===== config.mk =====
export PLATFORM = sky130hd
export DESIGN_NAME = dq_current_observer
export DESIGN_NICKNAME = d
export VERILOG_FILES = /design/src/rtl/core/dqco_pkg.sv /design/src/rtl/core/dqco_datapath.sv /design/src/rtl/core/dqco_ctrl.sv /design/src/rtl/core/dq_current_observer.sv
export VERILOG_INCLUDE_DIRS = /design/src /design/src/rtl/core
export SDC_FILE = /design/constraint.sdc
export NUM_CORES = 2
export LEC_CHECK = 0
export ABC_AREA = 1
export BUFFER_PORTS_ARGS = -buffer_cell sky130_fd_sc_hd__buf_2
export CAP_MARGIN = 20
export CORE_AREA = 5 5 288 571
export CTS_CLUSTER_DIAMETER = 200
export DETAILED_ROUTE_END_ITERATION = 8
export DIE_AREA = 0 0 293 576
export HOLD_SLACK_MARGIN = 0.02
export PLACE_DENSITY = 0.63
export SLEW_MARGIN = 20
export SYNTH_ARGS = -nofsm -noshare
export SYNTH_HDL_FRONTEND = slang
export SYNTH_SLANG_ARGS = --single-unit

===== constraint.sdc =====
create_clock -name clk -period 20.7 [get_ports clk]
set_input_delay 0 -clock clk [delete_from_list [all_inputs] [get_ports clk]]
set_output_delay 0 -clock clk [all_outputs]
set_load 0.03 [all_outputs]

===== src/rtl/core/assert_macros.svh =====
// assert_macros.svh: concurrent assertion macros for the dq current observer.
// Standalone header; no dependencies. SYNTH removes the checks.
`ifndef ASSERT_MACROS_SVH
`define ASSERT_MACROS_SVH

`ifndef SYNTH

// antecedent true at a clock edge implies consequent at the same edge
`define ASSERT_IMPL(label, clk, rst, ante, cons, msg) \
  label: assert property (@(posedge clk) disable iff (rst) (ante) |-> (cons)) \
    else $error(msg);

// antecedent true at a clock edge implies consequent at the next edge
`define ASSERT_NEXT(label, clk, rst, ante, cons, msg) \
  label: assert property (@(posedge clk) disable iff (rst) (ante) |=> (cons)) \
    else $error(msg);

`else

`define ASSERT_IMPL(label, clk, rst, ante, cons, msg)
`define ASSERT_NEXT(label, clk, rst, ante, cons, msg)

`endif

`endif


===== src/rtl/core/dqco_pkg.sv =====
// dqco_pkg: widths, item structs, register indexes and datapath op codes
// shared by the dq current observer modules. No dependencies.
package dqco_pkg;

  localparam int SAMPLE_W  = 16;
  localparam int GAIN_W    = 24;
  localparam int DECAY_W   = 16;
  localparam int EST_W     = SAMPLE_W + 8;
  localparam int INT_W     = SAMPLE_W + 16;
  localparam int AXES      = 2;
  localparam int CFG_IDX_W = 3;

  localparam logic [CFG_IDX_W-1:0] REG_PROP_GAIN    = CFG_IDX_W'(0);
  localparam logic [CFG_IDX_W-1:0] REG_INTEG_GAIN   = CFG_IDX_W'(1);
  localparam logic [CFG_IDX_W-1:0] REG_MODEL_GAIN_D = CFG_IDX_W'(2);
  localparam logic [CFG_IDX_W-1:0] REG_MODEL_GAIN_Q = CFG_IDX_W'(3);
  localparam logic [CFG_IDX_W-1:0] REG_DECAY_D      = CFG_IDX_W'(4);
  localparam logic [CFG_IDX_W-1:0] REG_DECAY_Q      = CFG_IDX_W'(5);

  typedef struct packed {
    logic signed [SAMPLE_W-1:0] meas_current_d;
    logic signed [SAMPLE_W-1:0] meas_current_q;
    logic signed [SAMPLE_W-1:0] volt_cmd_d;
    logic signed [SAMPLE_W-1:0] volt_cmd_q;
  } in_item_t;

  typedef struct packed {
    logic signed [SAMPLE_W-1:0] est_current_d;
    logic signed [SAMPLE_W-1:0] est_current_q;
    logic signed [SAMPLE_W-1:0] disturb_d;
    logic signed [SAMPLE_W-1:0] disturb_q;
  } out_item_t;

  typedef enum logic [3:0] {
    OP_NONE,
    OP_LOAD,
    OP_MUL_P,
    OP_MUL_I,
    OP_INTEG,
    OP_DRIVE,
    OP_MUL_M,
    OP_MUL_D,
    OP_EST,
    OP_OUT
  } op_t;

endpackage


===== src/rtl/core/dqco_datapath.sv =====
// dqco_datapath: per-axis observer arithmetic, config registers and state.
// One multiplier per axis, driven step by step by op from dqco_ctrl. Uses dqco_pkg.
module dqco_datapath import dqco_pkg::*; (
  input  logic                 clk,
  input  logic                 rst,
  input  logic                 cfg_we,
  input  logic [CFG_IDX_W-1:0] cfg_index,
  input  logic [GAIN_W-1:0]    cfg_data,
  input  in_item_t             in_data,
  input  op_t                  op,
  output out_item_t            out_data
);

  localparam int PROD_W = EST_W + GAIN_W + 1;
  localparam int T1_W   = PROD_W - 8;
  localparam int T2_W   = PROD_W - 16;
  localparam int DIST_W = INT_W + 1;
  localparam int DSH_W  = DIST_W - 16;

  function automatic logic signed [63:0] clamp(input logic signed [63:0] x, input int w);
    logic signed [63:0] hi;
    logic signed [63:0] lo;
    hi = (64'sd1 <<< (w - 1)) - 64'sd1;
    lo = -hi - 64'sd1;
    if (x > hi) clamp = hi;
    else if (x < lo) clamp = lo;
    else clamp = x;
  endfunction

  // configuration
  logic [GAIN_W-1:0]  prop_gain;
  logic [GAIN_W-1:0]  integ_gain;
  logic [GAIN_W-1:0]  model_gain [AXES];
  logic [DECAY_W-1:0] decay      [AXES];

  // observer state
  logic signed [EST_W-1:0] est_q   [AXES];
  logic signed [INT_W-1:0] integ_q [AXES];

  // working registers
  logic signed [SAMPLE_W-1:0] e_q       [AXES];
  logic signed [SAMPLE_W-1:0] volt_q    [AXES];
  logic signed [PROD_W-1:0]   prod_q    [AXES];
  logic signed [INT_W-1:0]    p_q       [AXES];
  logic signed [SAMPLE_W-1:0] drv_q     [AXES];
  logic signed [SAMPLE_W-1:0] disturb_q [AXES];
  logic signed [T1_W-1:0]     t1_q      [AXES];

  logic signed [SAMPLE_W-1:0] meas_in     [AXES];
  logic signed [SAMPLE_W-1:0] volt_in     [AXES];
  logic signed [SAMPLE_W-1:0] e_new       [AXES];
  logic signed [EST_W-1:0]    mul_a       [AXES];
  logic        [GAIN_W-1:0]   mul_b       [AXES];
  logic signed [PROD_W-1:0]   mul_p       [AXES];
  logic signed [INT_W-1:0]    prod_sat    [AXES];
  logic signed [INT_W-1:0]    integ_sum   [AXES];
  logic signed [DIST_W-1:0]   dist_sum    [AXES];
  logic signed [DSH_W-1:0]    dsh         [AXES];
  logic signed [SAMPLE_W-1:0] disturb_new [AXES];
  logic signed [SAMPLE_W-1:0] drv_new     [AXES];
  logic signed [T2_W-1:0]     t2          [AXES];
  logic signed [EST_W-1:0]    est_new     [AXES];
  logic signed [SAMPLE_W-1:0] est_out     [AXES];

  always_comb begin
    meas_in[0] = in_data.meas_current_d;
    meas_in[1] = in_data.meas_current_q;
    volt_in[0] = in_data.volt_cmd_d;
    volt_in[1] = in_data.volt_cmd_q;
    for (int k = 0; k < AXES; k++) begin
      e_new[k] = SAMPLE_W'(clamp(64'(meas_in[k]) - 64'(est_q[k] >>> 8), SAMPLE_W));

      unique case (op)
        OP_MUL_P: begin
          mul_a[k] = EST_W'(e_q[k]);
          mul_b[k] = prop_gain;
        end
        OP_MUL_I: begin
          mul_a[k] = EST_W'(e_q[k]);
          mul_b[k] = integ_gain;
        end
        OP_MUL_M: begin
          mul_a[k] = EST_W'(drv_q[k]);
          mul_b[k] = model_gain[k];
        end
        default: begin
          mul_a[k] = est_q[k];
          mul_b[k] = GAIN_W'(decay[k]);
        end
      endcase
      mul_p[k] = PROD_W'(mul_a[k]) * PROD_W'($signed({1'b0, mul_b[k]}));

      prod_sat[k]  = INT_W'(clamp(64'(prod_q[k]), INT_W));
      integ_sum[k] = INT_W'(clamp(64'(integ_q[k]) + 64'(prod_sat[k]), INT_W));

      // floor(dist + v * 2^16) >> 16 equals (dist >> 16) + v
      dist_sum[k]    = DIST_W'(p_q[k]) + DIST_W'(integ_q[k]);
      dsh[k]         = DSH_W'(dist_sum[k] >>> 16);
      disturb_new[k] = SAMPLE_W'(clamp(64'(dsh[k]), SAMPLE_W));
      drv_new[k]     = SAMPLE_W'(clamp(64'(dsh[k]) + 64'(volt_q[k]), SAMPLE_W));

      t2[k]      = T2_W'(prod_q[k] >>> 16);
      est_new[k] = EST_W'(clamp(64'(t1_q[k]) + 64'(t2[k]), EST_W));
      est_out[k] = SAMPLE_W'(est_new[k] >>> 8);
    end
  end

  always_ff @(posedge clk) begin
    if (rst) begin
      prop_gain  <= '0;
      integ_gain <= '0;
      for (int k = 0; k < AXES; k++) begin
        model_gain[k] <= '0;
        decay[k]      <= '0;
        est_q[k]      <= '0;
        integ_q[k]    <= '0;
      end
    end else begin
      if (cfg_we) begin
        unique case (cfg_index)
          REG_PROP_GAIN:    prop_gain     <= cfg_data;
          REG_INTEG_GAIN:   integ_gain    <= cfg_data;
          REG_MODEL_GAIN_D: model_gain[0] <= cfg_data;
          REG_MODEL_GAIN_Q: model_gain[1] <= cfg_data;
          REG_DECAY_D:      decay[0]      <= cfg_data[DECAY_W-1:0];
          REG_DECAY_Q:      decay[1]      <= cfg_data[DECAY_W-1:0];
          default: ;
        endcase
      end
      for (int k = 0; k < AXES; k++) begin
        if (op == OP_INTEG) integ_q[k] <= integ_sum[k];
        if (op == OP_EST) est_q[k] <= est_new[k];
      end
    end
  end

  always_ff @(posedge clk) begin
    for (int k = 0; k < AXES; k++) begin
      unique case (op)
        OP_LOAD: begin
          e_q[k]    <= e_new[k];
          volt_q[k] <= volt_in[k];
        end
        OP_MUL_P: prod_q[k] <= mul_p[k];
        OP_MUL_I: begin
          p_q[k]    <= prod_sat[k];
          prod_q[k] <= mul_p[k];
        end
        OP_DRIVE: begin
          disturb_q[k] <= disturb_new[k];
          drv_q[k]     <= drv_new[k];
        end
        OP_MUL_M: prod_q[k] <= mul_p[k];
        OP_MUL_D: begin
          t1_q[k]   <= T1_W'(prod_q[k] >>> 8);
          prod_q[k] <= mul_p[k];
        end
        OP_EST: drv_q[k] <= est_out[k];
        default: ;
      endcase
    end
    if (op == OP_OUT) begin
      out_data.est_current_d <= drv_q[0];
      out_data.est_current_q <= drv_q[1];
      out_data.disturb_d     <= disturb_q[0];
      out_data.disturb_q     <= disturb_q[1];
    end
  end

endmodule


===== src/rtl/core/dqco_ctrl.sv =====
// dqco_ctrl: sequencer for the dq current observer; steps the datapath
// through one item and owns the input and output handshakes. Uses dqco_pkg.
module dqco_ctrl import dqco_pkg::*; (
  input  logic clk,
  input  logic rst,
  input  logic in_valid,
  output logic in_ready,
  output logic out_valid,
  input  logic out_ready,
  output op_t  op
);

  typedef enum logic [3:0] {
    S_IDLE,
    S_MUL_P,
    S_MUL_I,
    S_INTEG,
    S_DRIVE,
    S_MUL_M,
    S_MUL_D,
    S_EST,
    S_OUT
  } state_t;

  state_t state;
  logic   out_free;

  assign out_free = !out_valid || out_ready;
  assign in_ready = (state == S_IDLE);

  always_comb begin
    op = OP_NONE;
    unique case (state)
      S_IDLE:  op = in_valid ? OP_LOAD : OP_NONE;
      S_MUL_P: op = OP_MUL_P;
      S_MUL_I: op = OP_MUL_I;
      S_INTEG: op = OP_INTEG;
      S_DRIVE: op = OP_DRIVE;
      S_MUL_M: op = OP_MUL_M;
      S_MUL_D: op = OP_MUL_D;
      S_EST:   op = OP_EST;
      S_OUT:   op = out_free ? OP_OUT : OP_NONE;
      default: op = OP_NONE;
    endcase
  end

  always_ff @(posedge clk) begin
    if (rst) begin
      state     <= S_IDLE;
      out_valid <= 1'b0;
    end else begin
      unique case (state)
        S_IDLE:  if (in_valid) state <= S_MUL_P;
        S_MUL_P: state <= S_MUL_I;
        S_MUL_I: state <= S_INTEG;
        S_INTEG: state <= S_DRIVE;
        S_DRIVE: state <= S_MUL_M;
        S_MUL_M: state <= S_MUL_D;
        S_MUL_D: state <= S_EST;
        S_EST:   state <= S_OUT;
        S_OUT:   if (out_free) state <= S_IDLE;
        default: state <= S_IDLE;
      endcase
      if (state == S_OUT && out_free) out_valid <= 1'b1;
      else if (out_ready) out_valid <= 1'b0;
    end
  end

endmodule


===== src/rtl/core/dq_current_observer.sv =====
// dq_current_observer: top level of the closed-loop PI current observer.
// Instantiates dqco_ctrl and dqco_datapath; uses dqco_pkg and assert_macros.svh.
//
//   channel   signals                          width
//   config    cfg_we, cfg_index, cfg_data      3-bit index, 24-bit data
//   input     in_valid, in_ready, in_data      4 x 16-bit samples
//   output    out_valid, out_ready, out_data   4 x 16-bit results
//
// Accepted items go step by step to their result in the output register:
// four products per axis through one 24x25 multiplier per axis, plus accumulate,
// drive and estimate steps. in_ready returns the cycle after the result loads.
// A result waiting on out_ready holds the sequencer in its last step.
// rst is synchronous; it clears config registers, estimates and integrators.
`include "assert_macros.svh"

module dq_current_observer import dqco_pkg::*; (
  input  logic                 clk,
  input  logic                 rst,
  input  logic                 cfg_we,
  input  logic [CFG_IDX_W-1:0] cfg_index,
  input  logic [GAIN_W-1:0]    cfg_data,
  input  logic                 in_valid,
  output logic                 in_ready,
  input  in_item_t             in_data,
  output logic                 out_valid,
  input  logic                 out_ready,
  output out_item_t            out_data
);

  op_t op;

  dqco_ctrl u_ctrl (
    .clk       (clk),
    .rst       (rst),
    .in_valid  (in_valid),
    .in_ready  (in_ready),
    .out_valid (out_valid),
    .out_ready (out_ready),
    .op        (op)
  );

  dqco_datapath u_datapath (
    .clk       (clk),
    .rst       (rst),
    .cfg_we    (cfg_we),
    .cfg_index (cfg_index),
    .cfg_data  (cfg_data),
    .in_data   (in_data),
    .op        (op),
    .out_data  (out_data)
  );

  `ASSERT_NEXT(a_busy_after_accept, clk, rst, in_valid && in_ready, !in_ready, "in_ready high right after accept")
  `ASSERT_IMPL(a_ready_falls_on_accept, clk, rst, $fell(in_ready), $past(in_valid), "in_ready fell without an item")
  `ASSERT_IMPL(a_result_latency, clk, rst, $rose(out_valid), $past(in_valid && in_ready, 9), "result without matching item")

endmodule


**Yosys cells after proc, flatten, opt, wreduce, memory -nomap -nowiden**

Memories as Yosys holds them, arrays and structs flattened. A register that Yosys moved wholly into a read port is not among the register bits.
Cells that the tools add are included.

- $add $sub $neg: 10
- $mul: 2
- Divide/modulo/power cells: 0
- Magnitude comparators: 24
- Equal/unequal tests: 24
- Shifts and indexed selects: 0
- Mux-type cells: 89
- Bitwise gates (word level): 16
- Reduce and logical (&&, ||, !) cells: 10

Operators by type and width:

| operator | count |
|---|---|
| 2-to-1 mux 32 bit | 10 |
| 2-to-1 mux 49 bit | 6 |
| 2-to-1 mux 16 bit | 16 |
| 2-to-1 mux 24 bit | 8 |
| case mux 24 bit (3 select lines) | 2 |
| adder 32 x 32 -> 33 bit | 4 |
| > comparator 49 x 32 -> 1 bit, second input constant | 2 |
| less-than comparator 49 x 32 -> 1 bit, second input constant | 2 |
| multiplier 24 x 25 -> 49 bit | 2 |
| case mux 24 bit (2 select lines) | 2 |
| adder 41 x 33 -> 42 bit | 2 |
| > comparator 42 x 24 -> 1 bit, second input constant | 2 |
| less-than comparator 42 x 24 -> 1 bit, second input constant | 2 |
| case mux 4 bit (9 select lines) | 2 |
| > comparator 17 x 16 -> 1 bit, second input constant | 4 |
| less-than comparator 17 x 16 -> 1 bit, second input constant | 4 |
| > comparator 33 x 32 -> 1 bit, second input constant | 2 |
| less-than comparator 33 x 32 -> 1 bit, second input constant | 2 |
| 2-to-1 mux 1 bit | 40 |
| adder 17 x 16 -> 18 bit | 2 |
| > comparator 18 x 16 -> 1 bit, second input constant | 2 |
| less-than comparator 18 x 16 -> 1 bit, second input constant | 2 |
| subtractor 16 x 16 -> 17 bit | 2 |
| == test 4 x 3 -> 1 bit, second input constant | 8 |
| other kinds (18) | 45 |

- Register bits: 85
- Latch bits: 0
- RAM bits: 564
- ROM bits: 0
- Output and inout port bits: 66
- Word-level logic and storage cells: 192
- Memories: 11

Memory list:

| name | depth | width | read ports | clocked after memory_dff | wr ports | RTL line | RTL |
|---|---|---|---|---|---|---|---|
| u_datapath.prod_q | 2 | 49 | 2 | 0 | 2 | dqco_datapath.sv:43 | `logic signed [PROD_W-1:0] prod_q [AXES];` |
| u_datapath.t1_q | 2 | 41 | 2 | 0 | 2 | dqco_datapath.sv:47 | `logic signed [T1_W-1:0] t1_q [AXES];` |
| u_datapath.integ_q | 2 | 32 | 2 | 0 | 2 | dqco_datapath.sv:38 | `logic signed [INT_W-1:0] integ_q [AXES];` |
| u_datapath.p_q | 2 | 32 | 2 | 0 | 2 | dqco_datapath.sv:44 | `logic signed [INT_W-1:0] p_q [AXES];` |
| u_datapath.est_q | 2 | 24 | 2 | 0 | 2 | dqco_datapath.sv:37 | `logic signed [EST_W-1:0] est_q [AXES];` |
| u_datapath.model_gain | 2 | 24 | 2 | 0 | 2 | dqco_datapath.sv:33 | `logic [GAIN_W-1:0] model_gain [AXES];` |
| +5 memories | - | - | - | - | - | - |  |

**Logic depth before layout (Yosys ltp)**

- Depth after elaboration: 11
- Depth in mapped cells: 46
- Gate-level depth less buffers: 43

**By module**

Synthesis repeated with hierarchy kept, for this count alone.

- Cells, all modules: 9406
- Area, all modules: 79256.0 sq um

Modules (own cells, without submodules):

| module | instances | cells an instance | area each (sq um) | seq. area each (sq um) |
|---|---|---|---|---|
| dqco_datapath | 1 | 9370 | 78993.3 | 19819.0 |
| dqco_ctrl | 1 | 36 | 262.8 | 100.1 |

**Worst setup path before layout**

Ideal clock, no wire load.

- Kind: reg-to-reg
- Start point: reg u_ctrl.state[1]
- End point: mem u_datapath.prod_q[1][45] (netlist name), data pin
- Library setup time: 0.265 ns
- Arrival time: 11.026 ns
- Slack: 9.409 ns
- Cell stages (with the launch flop): 43
- Path buffers: 3
- Period minus slack after synthesis: 11.291 ns
- Cells stage by stage: dfxtp_1 nor2_4 nor3_1 nand2_2 inv_2 nand2_2 inv_2 buf_6 buf_6 a32o_1 inv_1 and2_1 inv_1 buf_4 nand2_1 inv_1 fa_1 fa_1 (+7 left out) fa_1 inv_1 fa_1 inv_1 ha_1 nand2_1 nor2_1 inv_1 o21ai_0 nor2_1 inv_1 a21oi_1 o21ai_0 nand2_1 nand2_1 nand2_1 o21ai_0 xor2_1

RTL lines:

| item | RTL line | RTL |
|---|---|---|
| from (decl) | dqco_ctrl.sv:25 | `state_t state;` |
| from (signal assigned) | dqco_ctrl.sv:49 | `state <= S_IDLE;` |
| from (signal assigned) | dqco_ctrl.sv:53 | `S_IDLE: if (in_valid) state <= S_MUL_P;` |
| from (signal assigned) | dqco_ctrl.sv:54 | `S_MUL_P: state <= S_MUL_I;` |
| to (decl) | dqco_datapath.sv:43 |  |

==> results.yml <==
placed_design:
  io_buffers: 161
  gp_congestion: 1.01
  dp.cells: 11800
  hpwl_um: 247000
drt:
  drtPass1Iterations: 6
  wirelength_um: 296000
  drc: 0
  post_drt_via_cell_ratio: 5.51
  first_iter_violations: 4210
  drtAntennaViolNets: 0
  vias: 66400
  wl_per_cell_um: 24.5
worst_setup_path:
  arrival_ns: 12.07
  timing.rr.end: "u_datapath.prod_q[0][46]$_DFFE_PP_"
  end_kind: "flop"
  cp-start-kind: "flop"
  cp.required_ns: 21.20
  r2r_setup_slack_ns: 9.13
  path_class: "flop to flop"
  cp_slowest_cell: "inv_1"
  cpPeakStageDelay_ns: 0.72
  critical_path_peak_fanout: 65
  worstRegToRegCells: 39
  rr_startpoint: "u_ctrl.state[1]$_SDFFE_PP0P_"
  startpoint: "u_ctrl.state[1]$_SDFFE_PP0P_"
worst_hold_path:
  holdPathStages: 6
  hp-class: "input port to flop"
  hp-start: "in_data[47]"
  hold_path_end: "u_datapath.e_q[0][31]$_SDFFCE_PN0N_"
synthesis:
  ys_warn_count: 0
  synth_cells: 9750
  synth.ff_latch_count: 681
  synth_top_family_by_area: "adder cells"
  synth-simple-area-share_pct: 17.3
  synth_flop_cell: "edfxtp_1"
  synth_cell_types: 56
  syn_area_um2: 80600
  ys_seq_area_share_pct: 24.7
  synthAdderAreaFrac_pct: 34.7
  syn_nets: 11500
  ys_async_sr_fraction_pct: 0
  synth_edf_count: 628
  syn_area_per_cell_um2: 8.27
  synthMuxAreaShare_pct: 0
  synth_compound_area_share_pct: 8.13
  synth_xor_xnor_area_share_pct: 3.13
cells_and_area:
  final_cell_mix: "nand2_1 (2444), inv_1 (2200), fa_1 (972), ha_1 (678), edfxtp_1 (628)"
  syn_to_final_growth_pct: 7.83
  layout.cells.non_filler: 12100
  fin_nets: 11700
  drive_gt1_share_pct: 4.79
  n_fill_cell: 15300
  final_common_cell: "nand2_1"
clock_network:
  htreeDepth: 3
  root_buffer: "clkbuf_16"
  cts_tree: "built"
  cts_made_buffers: 70
  cts_setup_buffers: 0
  clockBufferDepth: 3
  worstSkewPairLatency_ns: 0.71
  cts_hold_buf: 100
  cts_resized: 0
  cts.sink_count: 681
  path_clk_slew_ns: 0.07
floorplan:
  coreArea_um2: 159000
  ios: 162
  die_w_um: 293
  start_util_pct: 50.6
  die_y_um: 576
  std_cell_rows: 207
  dieArea_um2: 169000
outcome:
  outcome: "completed"
timing:
  holdWs_ns: 0.0358
  period_needed_ns: 11.57
  slew_headroom_pct: 24.4
  skew_ns: 0.0559
  rsz0062_at_grt: "false"
  slew_viol_final: 0
  period_share_pct: 55.9
  finalSetupTns_ns: 0
  hold_viol_final: 0
  worstMarginPinSlew_ns: 1.13
  timing.fmax_ghz: 0.0864
  setup_viol: 0
grt:
  grt_overflow: 0
  antenna_found_initial: 16
  track_usage_pct: 34.6
  grt_pass1_vias: 71200
  grt_first_pass_wirelength_um: 433000
  grt_max_degree: 66
flow_run:
  cap_violations: 0
[cell usage after synthesis (6+ instances only)]
master | count | share of area [%]
a22oi_1 | 34 | 0.32
inv_1 | 2201 | 10
xor2_1 | 189 | 2.1
a21boi_0 | 11 | 0.10
a21oi_1 | 528 | 3.3
nand3b_1 | 22 | 0.20
ha_1 | 678 | 11
nand2_1 | 2446 | 11
o221ai_1 | 12 | 0.13
o211ai_1 | 22 | 0.20
fa_1 | 972 | 24
o21ai_0 | 307 | 1.9
and2_1 | 39 | 0.30
a32o_1 | 24 | 0.30
nor2_2 | 11 | 0.085
a21oi_2 | 14 | 0.15
nor2_4 | 8 | 0.11
a211oi_1 | 7 | 0.065
buf_2 | 139 | 0.86
a21o_1 | 31 | 0.29
xnor2_1 | 99 | 1.1
nor4_1 | 16 | 0.12
a31oi_1 | 39 | 0.30
nand3_1 | 199 | 1.2
a21oi_4 | 18 | 0.36
clkbuf_1 | 92 | 0.43
buf_4 | 16 | 0.15
nand4_1 | 52 | 0.40
inv_2 | 49 | 0.23
dfxtp_1 | 53 | 1.3
nor3_1 | 52 | 0.32
buf_6 | 6 | 0.084
o21a_1 | 26 | 0.24
o21ai_1 | 7 | 0.043
nor2_1 | 634 | 3.0
o21bai_1 | 26 | 0.24
edfxtp_1 | 628 | 23
[area by class of cell]
class / instances / area [um^2] / share of cell area (%)
sequential: 681 / 19900 / 22.9
multi-input combinational: 6559 / 51000 / 58.7
timing repair buffer: 340 / 2450 / 2.82
clock buffer: 76 / 1770 / 2.04
inverter: 2252 / 8450 / 9.73
clock inverter: 49 / 623 / 0.717
tap: 2090 / 2620 / 3.01
antenna: 8 / 20.0 / 0.0230
[through the flow]
step | worst slack (ns) | utilization (%) | cell area (um^2)
floorplan | 9.41 | - | 80600
global placement | 8.98 | 52.4 | 83400
detailed placement | 9.05 | 52.4 | 83400
CTS | 9.02 | 54.5 | 86800
global route | 8.53 | 54.5 | 86900
finish | 9.13 | 54.6 | 86900
[critical path, delay by kind of cell (launching register included)]
| kind | cells | cell delay [ns] |
|---|---|---|
| AO/OA/AOI/OAI | 4 | 1.29 |
| buffers and inverters | 14 | 3.35 |
| adder cells (fa/ha/maj) | 8 | 3.97 |
| XOR/XNOR | 1 | 0.29 |
| flip-flops | 1 | 0.42 |
| AND/OR/NAND/NOR | 12 | 1.96 |
[kinds of logic (layout without fill, tap and decap cells)]
kind of cell             after synthesis  count (layout)
adder cells (fa/ha/maj)             1650            1650
flip-flops                           681             681
AO/OA/AOI/OAI                       1124            1124
AND/OR/NAND/NOR                     3497            3497
other                                  0               8
XOR/XNOR                             288             288
buffers and inverters               2510            2717
[layer usage]
metal	track usage (%)	vias up	routed length, um	share of wire (%)
li1	-	30400	-	-
met1	32.0	32600	89700	30
met2	65.6	2369	158000	54
met3	3.81	1047	13100	4.4
met4	31.0	8	34400	12
met5	0	-	46	0.016
[sequential cells by signal (all words and copies together), names as in the netlist]
register and cells:
u_datapath.drv_q 32, u_datapath.prod_q 98, u_datapath.t1_q 82, u_datapath.e_q 32
u_datapath.integ_gain 24, u_datapath.prop_gain 24, u_datapath.volt_q 32, u_ctrl.state 4
out_data 32, u_datapath.disturb_q 32, u_datapath.integ_q 64, u_datapath.decay 32
u_datapath.out_data 32, u_ctrl.out_valid 1, u_datapath.p_q 64, u_datapath.model_gain 48
u_datapath.est_q 48
[worst max path at each step]
stage                                               to
finish              u_datapath.prod_q[0][46]$_DFFE_PP_
global route        u_datapath.prod_q[0][46]$_DFFE_PP_
CTS                 u_datapath.prod_q[0][46]$_DFFE_PP_
detailed placement  u_datapath.prod_q[0][46]$_DFFE_PP_
global placement    u_datapath.prod_q[0][46]$_DFFE_PP_
floorplan           u_datapath.prod_q[1][45]$_DFFE_PP_
Power is left out: the tool's default activity adds up to more than one toggle a clock period on the data nets, which glitch-free logic cannot reach.
